[config.mk]
export PLATFORM = sky130hd
export DESIGN_NAME = joint_impedance_torque_law_core
export DESIGN_NICKNAME = d
export VERILOG_FILES = /design/src/jitl_pkg.sv /design/src/jitl_mul.sv /design/src/jitl_div.sv /design/src/joint_impedance_torque_law_core.sv
export SDC_FILE = /design/constraint.sdc
export NUM_CORES = 2
export LEC_CHECK = 0
export BUFFER_PORTS_ARGS = -buffer_cell sky130_fd_sc_hd__buf_2
export CAP_MARGIN = 20
export CORE_ASPECT_RATIO = 0.6
export CORE_MARGIN = 2
export CORE_UTILIZATION = 29
export DETAILED_ROUTE_END_ITERATION = 6
export SLEW_MARGIN = 0
export SYNTH_ARGS = -nofsm -noshare
export SYNTH_HDL_FRONTEND = slang
export SYNTH_SLANG_ARGS = --single-unit
[constraint.sdc]
create_clock -name i_clk -period 21.8 [get_ports i_clk]
set_input_delay 6.54 -clock i_clk [delete_from_list [all_inputs] [get_ports i_clk]]
set_output_delay 6.54 -clock i_clk [all_outputs]
set_load 0.02 [all_outputs]
[src/jitl_pkg.sv]
`default_nettype none

package jitl_pkg;

    localparam int W         = 32;
    localparam int ACC_W     = 53;
    localparam int MAG_W     = 33;
    localparam int COEF_W    = 17;
    localparam int PROD_W    = MAG_W + COEF_W;
    localparam int NUM_W     = 52;
    localparam int CFG_IDX_W = 3;
    localparam int IN_DATA_W = 160;
    localparam int IN_USER_W = 2;

    localparam int MIN_INTERVAL_US = 100;
    localparam int US_PER_S        = 1000000;
    localparam int WEIGHT_SHIFT    = 16;

    localparam logic [COEF_W-1:0] WEIGHT_ONE = COEF_W'(65536);
    localparam logic [COEF_W-1:0] ALPHA_NEW  = COEF_W'(64881);
    localparam logic [COEF_W-1:0] ALPHA_OLD  = COEF_W'(655);
    localparam logic [COEF_W-1:0] NUM_CO_HI  = COEF_W'(US_PER_S / 65536);
    localparam logic [COEF_W-1:0] NUM_CO_LO  = COEF_W'(US_PER_S % 65536);

    localparam logic [IN_USER_W-1:0] KIND_START  = 2'd0;
    localparam logic [IN_USER_W-1:0] KIND_TARGET = 2'd1;
    localparam logic [IN_USER_W-1:0] KIND_TICK   = 2'd2;

    localparam logic [CFG_IDX_W-1:0] CFG_STIFFNESS = 3'd0;
    localparam logic [CFG_IDX_W-1:0] CFG_DAMPING   = 3'd1;
    localparam logic [CFG_IDX_W-1:0] CFG_CORIOLIS  = 3'd2;
    localparam logic [CFG_IDX_W-1:0] CFG_STEP_LIM  = 3'd3;
    localparam logic [CFG_IDX_W-1:0] CFG_SMOOTHING = 3'd4;

    typedef logic signed [ACC_W-1:0] t_acc;
    typedef logic [NUM_W-1:0]        t_num;

    typedef struct packed {
        logic [MAG_W-1:0]  mag;
        logic [COEF_W-1:0] coef;
        logic              neg;
    } t_mul_req;

    typedef struct packed {
        logic         start;
        t_num         num;
        logic [W-1:0] den;
    } t_div_req;

    typedef struct packed {
        logic done;
        t_num quot;
    } t_div_rsp;

    typedef enum logic [4:0] {
        ST_IDLE,
        ST_FILT_A,
        ST_FILT_B,
        ST_FILT_C,
        ST_FILT_D,
        ST_TERM_OP,
        ST_TERM_HI,
        ST_TERM_LO,
        ST_TERM_ADD,
        ST_TERM_ACC,
        ST_DELTA,
        ST_CLAMP,
        ST_RESULT,
        ST_NUM_HI,
        ST_NUM_LO,
        ST_NUM_ADD,
        ST_DIV_START,
        ST_DIV_WAIT,
        ST_SMOOTH_A,
        ST_SMOOTH_B,
        ST_SMOOTH_C,
        ST_SMOOTH_D,
        ST_SMOOTH_E
    } t_state;

endpackage

`default_nettype wire

[src/jitl_mul.sv]
`default_nettype none

module jitl_mul (
    input  logic               i_clk,
    input  jitl_pkg::t_mul_req i_req,
    output jitl_pkg::t_acc     o_prod
);
    import jitl_pkg::*;

    logic [PROD_W-1:0] prod_u;
    t_acc              prod_ext;
    t_acc              n_prod;
    t_acc              r_prod;

    assign prod_u   = i_req.mag * i_req.coef;
    assign prod_ext = {{(ACC_W - PROD_W){1'b0}}, prod_u};
    assign n_prod   = i_req.neg ? -prod_ext : prod_ext;

    always_ff @(posedge i_clk) begin
        r_prod <= n_prod;
    end

    assign o_prod = r_prod;

endmodule

`default_nettype wire

[src/jitl_div.sv]
`default_nettype none

module jitl_div (
    input  logic               i_clk,
    input  logic               i_rst_n,
    input  jitl_pkg::t_div_req i_req,
    output jitl_pkg::t_div_rsp o_rsp
);
    import jitl_pkg::*;

    localparam int CNT_W = $clog2(NUM_W);

    logic             r_busy, n_busy;
    logic             r_done, n_done;
    logic [CNT_W-1:0] r_cnt, n_cnt;
    logic [W-1:0]     r_rem, n_rem;
    t_num             r_q, n_q;
    logic [W-1:0]     r_den, n_den;

    logic [W:0]       rem_sh;
    logic [W:0]       rem_diff;
    logic             fits;

    assign rem_sh   = {r_rem, r_q[NUM_W-1]};
    assign rem_diff = rem_sh - {1'b0, r_den};
    assign fits     = rem_sh >= {1'b0, r_den};

    always_comb begin
        n_busy = r_busy;
        n_done = 1'b0;
        n_cnt  = r_cnt;
        n_rem  = r_rem;
        n_q    = r_q;
        n_den  = r_den;
        if (i_req.start) begin
            n_busy = 1'b1;
            n_cnt  = '0;
            n_rem  = '0;
            n_q    = i_req.num;
            n_den  = i_req.den;
        end else if (r_busy) begin
            n_rem = fits ? rem_diff[W-1:0] : rem_sh[W-1:0];
            n_q   = {r_q[NUM_W-2:0], fits};
            n_cnt = r_cnt + 1'b1;
            if (r_cnt == CNT_W'(NUM_W - 1)) begin
                n_busy = 1'b0;
                n_done = 1'b1;
            end
        end
    end

    always_ff @(posedge i_clk) begin
        if (!i_rst_n) begin
            r_busy <= 1'b0;
            r_done <= 1'b0;
        end else begin
            r_busy <= n_busy;
            r_done <= n_done;
        end
    end

    always_ff @(posedge i_clk) begin
        r_cnt <= n_cnt;
        r_rem <= n_rem;
        r_q   <= n_q;
        r_den <= n_den;
    end

    assign o_rsp.done = r_done;
    assign o_rsp.quot = r_q;

endmodule

`default_nettype wire

[src/joint_impedance_torque_law_core.sv]
// A control tick goes from acceptance to a valid torque word through eight passes through
// the one shared 33x17 multiplier and the sum and limit steps after them.
// A new target whose interval is long enough spends most of its time in the
// bit-serial 52-bit divider; every other word leaves the core idle once it is accepted.
// Synchronous active-low reset restores the register defaults and clears all joint state.
`default_nettype none

module joint_impedance_torque_law_core (
    input  logic                                i_clk,
    input  logic                                i_rst_n,
    input  logic                                i_cfg_wr_en,
    input  logic [jitl_pkg::CFG_IDX_W-1:0]      i_cfg_index,
    input  logic [jitl_pkg::W-1:0]              i_cfg_data,
    input  logic                                s_axis_tvalid,
    output logic                                s_axis_tready,
    // position, timestamp_us, measured_velocity, coriolis_torque, present_command
    input  logic [jitl_pkg::IN_DATA_W-1:0]      s_axis_tdata,
    // kind
    input  logic [jitl_pkg::IN_USER_W-1:0]      s_axis_tuser,
    output logic                                m_axis_tvalid,
    input  logic                                m_axis_tready,
    // torque_command
    output logic [jitl_pkg::W-1:0]              m_axis_tdata
);
    import jitl_pkg::*;

    localparam logic [1:0] TERM_CORIOLIS  = 2'd0;
    localparam logic [1:0] TERM_STIFFNESS = 2'd1;
    localparam logic [1:0] TERM_LAST      = 2'd2;

    function automatic logic [MAG_W-1:0] abs_mag(input logic signed [MAG_W-1:0] v);
        return v[MAG_W-1] ? MAG_W'(-v) : MAG_W'(v);
    endfunction

    function automatic logic signed [W-1:0] sat32(input t_acc x);
        t_acc hi_lim;
        t_acc lo_lim;
        hi_lim = t_acc'(32'sh7fff_ffff);
        lo_lim = -t_acc'(33'sh0_8000_0000);
        if (x > hi_lim) return 32'sh7fff_ffff;
        if (x < lo_lim) return 32'sh8000_0000;
        return x[W-1:0];
    endfunction

    function automatic t_acc shr_weight(input t_acc x);
        t_acc mag;
        mag = x[ACC_W-1] ? -x : x;
        mag = mag >>> WEIGHT_SHIFT;
        return x[ACC_W-1] ? -mag : mag;
    endfunction

    function automatic logic signed [W-1:0] sat_quot(input t_num q, input logic neg);
        if (!neg) begin
            if (q > NUM_W'(32'h7fff_ffff)) return 32'sh7fff_ffff;
            return q[W-1:0];
        end
        if (q > NUM_W'(33'h0_8000_0000)) return 32'sh8000_0000;
        return -q[W-1:0];
    endfunction

    t_state r_state, n_state;

    logic [W-1:0]          r_stiff, n_stiff;
    logic [W-1:0]          r_damp, n_damp;
    logic [W-1:0]          r_cor_scale, n_cor_scale;
    logic [W-2:0]          r_step_lim, n_step_lim;
    logic [COEF_W-1:0]     r_smooth, n_smooth;

    logic signed [W-1:0]   r_target, n_target;
    logic signed [W-1:0]   r_prev_target, n_prev_target;
    logic signed [W-1:0]   r_est, n_est;
    logic [W-1:0]          r_prev_time, n_prev_time;
    logic                  r_have_prev, n_have_prev;
    logic signed [W-1:0]   r_fv, n_fv;

    logic [MAG_W-1:0]      r_mag, n_mag;
    logic                  r_neg, n_neg;
    logic                  r_dneg, n_dneg;
    logic signed [W-1:0]   r_pos, n_pos;
    logic signed [W-1:0]   r_cor, n_cor;
    logic signed [W-1:0]   r_pres, n_pres;
    logic [W-1:0]          r_dt, n_dt;
    t_acc                  r_acc, n_acc;
    t_acc                  r_tau, n_tau;
    t_acc                  r_term, n_term;
    t_acc                  r_delta, n_delta;
    logic [1:0]            r_idx, n_idx;
    logic signed [W-1:0]   r_raw, n_raw;
    logic                  r_m_valid, n_m_valid;
    logic [W-1:0]          r_m_data, n_m_data;

    logic                  in_accept;
    logic signed [W-1:0]   in_pos;
    logic [W-1:0]          in_ts;
    logic signed [W-1:0]   in_vel;
    logic signed [W-1:0]   in_cor;
    logic signed [W-1:0]   in_pres;
    logic [W-1:0]          in_dt;
    logic                  long_gap;
    logic signed [MAG_W-1:0] in_diff;
    logic signed [MAG_W-1:0] term_op;
    logic [W-1:0]          gain;
    logic [COEF_W-1:0]     weight;
    t_acc                  step_lim;
    t_acc                  out_sum;
    logic                  out_free;

    t_mul_req              mul_req;
    t_acc                  mul_prod;
    t_div_req              div_req;
    t_div_rsp              div_rsp;

    jitl_mul u_mul (
        .i_clk  (i_clk),
        .i_req  (mul_req),
        .o_prod (mul_prod)
    );

    jitl_div u_div (
        .i_clk   (i_clk),
        .i_rst_n (i_rst_n),
        .i_req   (div_req),
        .o_rsp   (div_rsp)
    );

    assign s_axis_tready = (r_state == ST_IDLE);
    assign in_accept     = s_axis_tvalid && s_axis_tready;
    assign in_pos        = s_axis_tdata[31:0];
    assign in_ts         = s_axis_tdata[63:32];
    assign in_vel        = s_axis_tdata[95:64];
    assign in_cor        = s_axis_tdata[127:96];
    assign in_pres       = s_axis_tdata[159:128];
    assign in_dt         = in_ts - r_prev_time;
    assign long_gap      = in_dt > W'(MIN_INTERVAL_US);
    assign in_diff       = {in_pos[W-1], in_pos} - {r_prev_target[W-1], r_prev_target};
    assign weight        = (r_smooth > WEIGHT_ONE) ? WEIGHT_ONE : r_smooth;
    assign step_lim      = t_acc'({1'b0, r_step_lim});
    assign out_sum       = t_acc'(r_pres) + r_delta;
    assign out_free      = !r_m_valid || m_axis_tready;

    always_comb begin
        case (r_idx)
            TERM_CORIOLIS:  gain = r_cor_scale;
            TERM_STIFFNESS: gain = r_stiff;
            default:        gain = r_damp;
        endcase
    end

    always_comb begin
        case (r_idx)
            TERM_CORIOLIS:  term_op = {r_cor[W-1], r_cor};
            TERM_STIFFNESS: term_op = {r_target[W-1], r_target} - {r_pos[W-1], r_pos};
            default:        term_op = {r_est[W-1], r_est} - {r_fv[W-1], r_fv};
        endcase
    end

    always_comb begin
        n_state = r_state;
        unique case (r_state)
            ST_IDLE: begin
                if (in_accept) begin
                    if (s_axis_tuser == KIND_TICK) begin
                        n_state = ST_FILT_A;
                    end else if (s_axis_tuser == KIND_TARGET && r_have_prev && long_gap) begin
                        n_state = ST_NUM_HI;
                    end
                end
            end
            ST_FILT_A:    n_state = ST_FILT_B;
            ST_FILT_B:    n_state = ST_FILT_C;
            ST_FILT_C:    n_state = ST_FILT_D;
            ST_FILT_D:    n_state = ST_TERM_OP;
            ST_TERM_OP:   n_state = ST_TERM_HI;
            ST_TERM_HI:   n_state = ST_TERM_LO;
            ST_TERM_LO:   n_state = ST_TERM_ADD;
            ST_TERM_ADD:  n_state = ST_TERM_ACC;
            ST_TERM_ACC:  n_state = (r_idx == TERM_LAST) ? ST_DELTA : ST_TERM_OP;
            ST_DELTA:     n_state = ST_CLAMP;
            ST_CLAMP:     n_state = ST_RESULT;
            ST_RESULT: begin
                if (out_free) begin
                    n_state = ST_IDLE;
                end
            end
            ST_NUM_HI:    n_state = ST_NUM_LO;
            ST_NUM_LO:    n_state = ST_NUM_ADD;
            ST_NUM_ADD:   n_state = ST_DIV_START;
            ST_DIV_START: n_state = ST_DIV_WAIT;
            ST_DIV_WAIT: begin
                if (div_rsp.done) begin
                    n_state = ST_SMOOTH_A;
                end
            end
            ST_SMOOTH_A:  n_state = ST_SMOOTH_B;
            ST_SMOOTH_B:  n_state = ST_SMOOTH_C;
            ST_SMOOTH_C:  n_state = ST_SMOOTH_D;
            ST_SMOOTH_D:  n_state = ST_SMOOTH_E;
            ST_SMOOTH_E:  n_state = ST_IDLE;
            default:      n_state = ST_IDLE;
        endcase
    end

    always_comb begin
        n_stiff       = r_stiff;
        n_damp        = r_damp;
        n_cor_scale   = r_cor_scale;
        n_step_lim    = r_step_lim;
        n_smooth      = r_smooth;
        n_target      = r_target;
        n_prev_target = r_prev_target;
        n_est         = r_est;
        n_prev_time   = r_prev_time;
        n_have_prev   = r_have_prev;
        n_fv          = r_fv;
        n_mag         = r_mag;
        n_neg         = r_neg;
        n_dneg        = r_dneg;
        n_pos         = r_pos;
        n_cor         = r_cor;
        n_pres        = r_pres;
        n_dt          = r_dt;
        n_acc         = r_acc;
        n_tau         = r_tau;
        n_term        = r_term;
        n_delta       = r_delta;
        n_idx         = r_idx;
        n_raw         = r_raw;
        n_m_valid     = r_m_valid && !m_axis_tready;
        n_m_data      = r_m_data;
        mul_req       = '0;
        div_req       = '0;

        if (i_cfg_wr_en) begin
            unique case (i_cfg_index)
                CFG_STIFFNESS: n_stiff     = i_cfg_data;
                CFG_DAMPING:   n_damp      = i_cfg_data;
                CFG_CORIOLIS:  n_cor_scale = i_cfg_data;
                CFG_STEP_LIM:  n_step_lim  = i_cfg_data[W-2:0];
                CFG_SMOOTHING: n_smooth    = i_cfg_data[COEF_W-1:0];
                default: ;
            endcase
        end

        unique case (r_state)
            ST_IDLE: begin
                if (in_accept) begin
                    case (s_axis_tuser)
                        KIND_START: begin
                            n_target      = in_pos;
                            n_prev_target = in_pos;
                            n_est         = '0;
                            n_have_prev   = 1'b1;
                            n_prev_time   = in_ts;
                        end
                        KIND_TARGET: begin
                            if (!r_have_prev) begin
                                n_est       = '0;
                                n_have_prev = 1'b1;
                            end
                            n_target      = in_pos;
                            n_prev_target = in_pos;
                            n_prev_time   = in_ts;
                            n_mag         = abs_mag(in_diff);
                            n_dneg        = in_diff[MAG_W-1];
                            n_dt          = in_dt;
                        end
                        KIND_TICK: begin
                            n_mag  = abs_mag({in_vel[W-1], in_vel});
                            n_neg  = in_vel[W-1];
                            n_pos  = in_pos;
                            n_cor  = in_cor;
                            n_pres = in_pres;
                        end
                        default: ;
                    endcase
                end
            end
            ST_FILT_A: begin
                mul_req = '{mag: r_mag, coef: ALPHA_NEW, neg: r_neg};
                n_mag   = abs_mag({r_fv[W-1], r_fv});
                n_neg   = r_fv[W-1];
            end
            ST_FILT_B: begin
                mul_req = '{mag: r_mag, coef: ALPHA_OLD, neg: r_neg};
                n_acc   = mul_prod;
            end
            ST_FILT_C: begin
                n_acc = r_acc + mul_prod;
            end
            ST_FILT_D: begin
                n_fv  = sat32(shr_weight(r_acc));
                n_tau = '0;
                n_idx = TERM_CORIOLIS;
            end
            ST_TERM_OP: begin
                n_mag = abs_mag(term_op);
                n_neg = term_op[MAG_W-1];
            end
            ST_TERM_HI: begin
                mul_req = '{mag: r_mag, coef: {1'b0, gain[W-1:16]}, neg: 1'b0};
            end
            ST_TERM_LO: begin
                mul_req = '{mag: r_mag, coef: {1'b0, gain[15:0]}, neg: 1'b0};
                n_term  = mul_prod;
            end
            ST_TERM_ADD: begin
                n_term = r_term + (mul_prod >>> 16);
            end
            ST_TERM_ACC: begin
                n_tau = r_neg ? r_tau - r_term : r_tau + r_term;
                n_idx = r_idx + 2'd1;
            end
            ST_DELTA: begin
                n_delta = r_tau - t_acc'(r_pres);
            end
            ST_CLAMP: begin
                if (r_delta > step_lim) begin
                    n_delta = step_lim;
                end else if (r_delta < -step_lim) begin
                    n_delta = -step_lim;
                end
            end
            ST_RESULT: begin
                if (out_free) begin
                    n_m_valid = 1'b1;
                    n_m_data  = sat32(out_sum);
                end
            end
            ST_NUM_HI: begin
                mul_req = '{mag: r_mag, coef: NUM_CO_HI, neg: 1'b0};
            end
            ST_NUM_LO: begin
                mul_req = '{mag: r_mag, coef: NUM_CO_LO, neg: 1'b0};
                n_acc   = mul_prod <<< 16;
            end
            ST_NUM_ADD: begin
                n_acc = r_acc + mul_prod;
            end
            ST_DIV_START: begin
                div_req = '{start: 1'b1, num: r_acc[NUM_W-1:0], den: r_dt};
            end
            ST_DIV_WAIT: begin
                if (div_rsp.done) begin
                    n_raw = sat_quot(div_rsp.quot, r_dneg);
                end
            end
            ST_SMOOTH_A: begin
                n_mag = abs_mag({r_raw[W-1], r_raw});
                n_neg = r_raw[W-1];
            end
            ST_SMOOTH_B: begin
                mul_req = '{mag: r_mag, coef: weight, neg: r_neg};
                n_mag   = abs_mag({r_est[W-1], r_est});
                n_neg   = r_est[W-1];
            end
            ST_SMOOTH_C: begin
                mul_req = '{mag: r_mag, coef: WEIGHT_ONE - weight, neg: r_neg};
                n_acc   = mul_prod;
            end
            ST_SMOOTH_D: begin
                n_acc = r_acc + mul_prod;
            end
            ST_SMOOTH_E: begin
                n_est = sat32(shr_weight(r_acc));
            end
            default: ;
        endcase
    end

    always_ff @(posedge i_clk) begin
        if (!i_rst_n) begin
            r_state       <= ST_IDLE;
            r_stiff       <= '0;
            r_damp        <= '0;
            r_cor_scale   <= W'(65536);
            r_step_lim    <= (W-1)'(65536);
            r_smooth      <= COEF_W'(6554);
            r_target      <= '0;
            r_prev_target <= '0;
            r_est         <= '0;
            r_prev_time   <= '0;
            r_have_prev   <= 1'b0;
            r_fv          <= '0;
            r_m_valid     <= 1'b0;
        end else begin
            r_state       <= n_state;
            r_stiff       <= n_stiff;
            r_damp        <= n_damp;
            r_cor_scale   <= n_cor_scale;
            r_step_lim    <= n_step_lim;
            r_smooth      <= n_smooth;
            r_target      <= n_target;
            r_prev_target <= n_prev_target;
            r_est         <= n_est;
            r_prev_time   <= n_prev_time;
            r_have_prev   <= n_have_prev;
            r_fv          <= n_fv;
            r_m_valid     <= n_m_valid;
        end
    end

    always_ff @(posedge i_clk) begin
        r_mag    <= n_mag;
        r_neg    <= n_neg;
        r_dneg   <= n_dneg;
        r_pos    <= n_pos;
        r_cor    <= n_cor;
        r_pres   <= n_pres;
        r_dt     <= n_dt;
        r_acc    <= n_acc;
        r_tau    <= n_tau;
        r_term   <= n_term;
        r_delta  <= n_delta;
        r_idx    <= n_idx;
        r_raw    <= n_raw;
        r_m_data <= n_m_data;
    end

    assign m_axis_tvalid = r_m_valid;
    assign m_axis_tdata  = r_m_data;

endmodule

`default_nettype wire

==> results.md <==
- Post-synth EDFFs: 525
- Crit path DAT: 12170 ps
- IO Pins: 236
- FMAX: 86.38 MHz
- Final hold violations: 0
- Most common cell after layout, fill and taps aside: nand2_1
- Worst Tran Pin Value: 1140 ps
- Layout area overhead: 10.21%
- Slew Limit Headroom: 23.97%
- Worst skew pair latency: 740 ps
- CTS Hold Bufs: 0
- Max VDD drop: 74.18 uV
- DRC Markers: 0
- Maximum buffer depth of the clock tree: 3
- DP Wirelength: 236200 um
- Ranking of synthesized cells by area: edfxtp_1 18%, fa_1 11%, ha_1 9.3%, dfxtp_1 8.6%, nand2_1 6.6%
- First-pass GRT wire length: 453500 um
- Yosys warning count: 0
- Pin count of the biggest net entering global routing: 115
- Slew Viols, Final: 0
- Final ANT Viol Nets: 0
- CTS resizes: 0
- GP Congestion: 0.9693
- TritonCTS Buffers: 89
- Share of layout cells above drive strength 1: 6.193%
- Multi-input logic area: 0.05814 mm2
- P_sw: 5.365 mW
- Comb power frac: 60.6%
- Critical path type: flip-flop to flip-flop
- Sequential Power Share: 23.7%
- Switching Fraction: 49.72%
- Syn Area/Cell: 8.288 um2
- Tot Pwr: 10.79 mW
- Core area: 0.2971 mm2
- Top cell type's share of synthesized area: 18.22%
- Critical path endpoint category: flip-flop
- Distinct cells, synth: 95
- Total Negative Setup Slacks: 0 ps
- Root Buffer: clkbuf_16
- Async SR Flop Fraction: 0%
- Worst-path clk slew: 70 ps
- Synth Flop Type: edfxtp_1
- Routed Wire Length: 302900 um
- Average wire per cell in the routed design: 20.88 um
- Final net count: 11740
- MaxCap Viol Count: 0
- RSZ-0062 raised after global routing: no
- DR vias: 77440
- Worst hold path cell count: 2
- Register Area: 0.02321 mm2
- Count of final setup violators: 0
- All-layer global routing usage: 19.37%
- Most frequent cells in the layout: 1514 x nand2_1, 971 x inv_1, 808 x a21oi_1
- R2R depth: 37
- Placed Cells: 14330
- Leakage: 39.47 nW
- Post-CTS Setup Repair Bufs: 0
- Slowest cell on crit path: dfxtp_1
- Number of global-route vias before repair: 70200
- Antenna violations before repair: 17
- Total gr overflow: 0
- I/O Buffers: 235
- Largest stage delay, worst path: 700 ps
- Synthesized flop and latch total: 897
- Vias per cell: 5.339
- WP data required: 22400 ps
- Finished Layout Cells: 14500
- Mapped Cells: 10440
- Cell area after synthesis: 0.08652 mm2
- Std-Cell Rows: 155
- Status: finished clean
- Syn_nets: 11760
- H-tree levels: 3
- Post-route minimum period: 11580 ps
- Sink Count: 897
- Fill cell count: 31420
- Sequential area share after synthesis: 26.83%
- Clock share of power: 15.7%
- Clock skew: 43.29 ps
- Setup crit start kind: flip-flop
- Final worst-path cycle share: 53.11%
- HP Class: flip-flop to flip-flop
- Internal power: 5.424 mW
- Die W: 709.1 um
- Worst-path fanout max: 33
- DIE AREA: 0.3029 mm2
- P per Cell Area: 113.1 mW/mm2
- Initial Util: 29.12%
- Initial DRC Count: 9058
- Drt first pass iters: 6
- Die Ht: 427.1 um
- Largest area contributor in the netlist: edfxtp_1
- CTS tree: built
[metal layers]
layer,routed length (um),vias up,global-route usage [%]
met4,4387,6,2.931
met1,150000,37050,31.19
met3,44820,272,8.069
li1,-,36320,-
met2,103700,3800,23.06
met5,36,-,0
[cells by family (layout without fill, tap and decap cells)]
| logic type | after synthesis | after routing | share of synthesized area, % |
|---|---|---|---|
| AO/OA/AOI/OAI | 2693 | 2693 | 19.86 |
| XOR/XNOR | 738 | 738 | 7.471 |
| adder cells (fa/ha/maj) | 1116 | 1116 | 20.25 |
| buffers and inverters | 1454 | 1511 | 6.343 |
| flip-flops | 897 | 897 | 26.83 |
| multiplexers | 51 | 51 | 0.6045 |
| other | 0 | 5 | 0 |
| AND/OR/NAND/NOR | 3490 | 3490 | 18.64 |
[layout make-up]
cell class	count	share of cell area, %
Clock buffer	121	2.686
Inverter	976	3.853
Multi-Input combinational cell	8088	60.97
Sequential cell	897	24.34
Tap cell	4003	5.253
Clock inverter	47	0.5590
Antenna cell	5	0.01312
Timing Repair Buffer	367	2.320
[flip-flops by register name, indices dropped and copies added, names as in the netlist, 33 cells and up]
register,flops
u_div.r_q,52
r_delta,53
r_mag,33
r_term,53
r_acc,53
r_tau,53
u_mul.o_prod,53
[stage by stage]
step | setup WS, ps | hold slack, ps | instance area (um2) | util [%]
floorplan | 10200 | 436.0 | 86520 | -
global placement | 10580 | 441.3 | 92150 | 31.01
CTS | 10330 | 455.6 | 95290 | 32.07
detailed placement | 10420 | 446.2 | 92190 | 31.03
global route | 9317 | 470.4 | 95340 | 32.09
finish | 10220 | 453.2 | 95350 | 32.09
[power groups by stage]
stage | Combinational, mW | Clock [mW] | Sequential [mW]
2_1_floorplan | 4.62 | 0 | 2.34
4_1_cts | 6.37 | 1.72 | 2.53
5_1_grt | 7.16 | 1.78 | 2.57
3_3_place_gp | 6.30 | 0 | 2.57
3_5_place_dp | 6.32 | 0 | 2.56
6_report | 6.53 | 1.70 | 2.56
[synth_stat cells, drive strengths merged (41+ instances only)]
| cell | count |
|---|---|
| o21ai | 544 |
| or4 | 59 |
| o22ai | 79 |
| nand2b | 143 |
| inv | 974 |
| ha | 642 |
| nor2 | 741 |
| a21o | 328 |
| a21oi | 810 |
| a22o | 49 |
| nor3 | 151 |
| nor4 | 70 |
| and3 | 97 |
| o21a | 79 |
| nor2b | 100 |
| o31ai | 85 |
| o41ai | 42 |
| o21bai | 90 |
| dfxtp | 372 |
| a22oi | 61 |
| nand4 | 93 |
| xnor2 | 480 |
| fa | 474 |
| xor2 | 258 |
| or3 | 73 |
| o211ai | 62 |
| nand3 | 173 |
| a211oi | 81 |
| a31oi | 92 |
| and2 | 133 |
| clkbuf | 443 |
| edfxtp | 525 |
| mux2i | 41 |
| nand2 | 1518 |
[path summary, 6_finish.rpt]
check                                      from               end  slack (ps)
worst max register to register     r_smooth[16]  u_mul.o_prod[47]       10220
worst min-delay path            r_prev_time[19]   r_prev_time[19]         450
worst max-delay path               r_smooth[16]  u_mul.o_prod[47]       10220
worst min register to register  r_prev_time[19]   r_prev_time[19]         450
[critical path: cells and delay by family (launching register included)]
kind | cells | cell delay (ps)
fa+ha+maj | 8 | 3720
compound gates | 15 | 3520
flops | 1 | 700
xor+xnor | 2 | 490
buf+inv | 5 | 870
simple gates | 7 | 2080
Power figures use the tool's default switching activity.
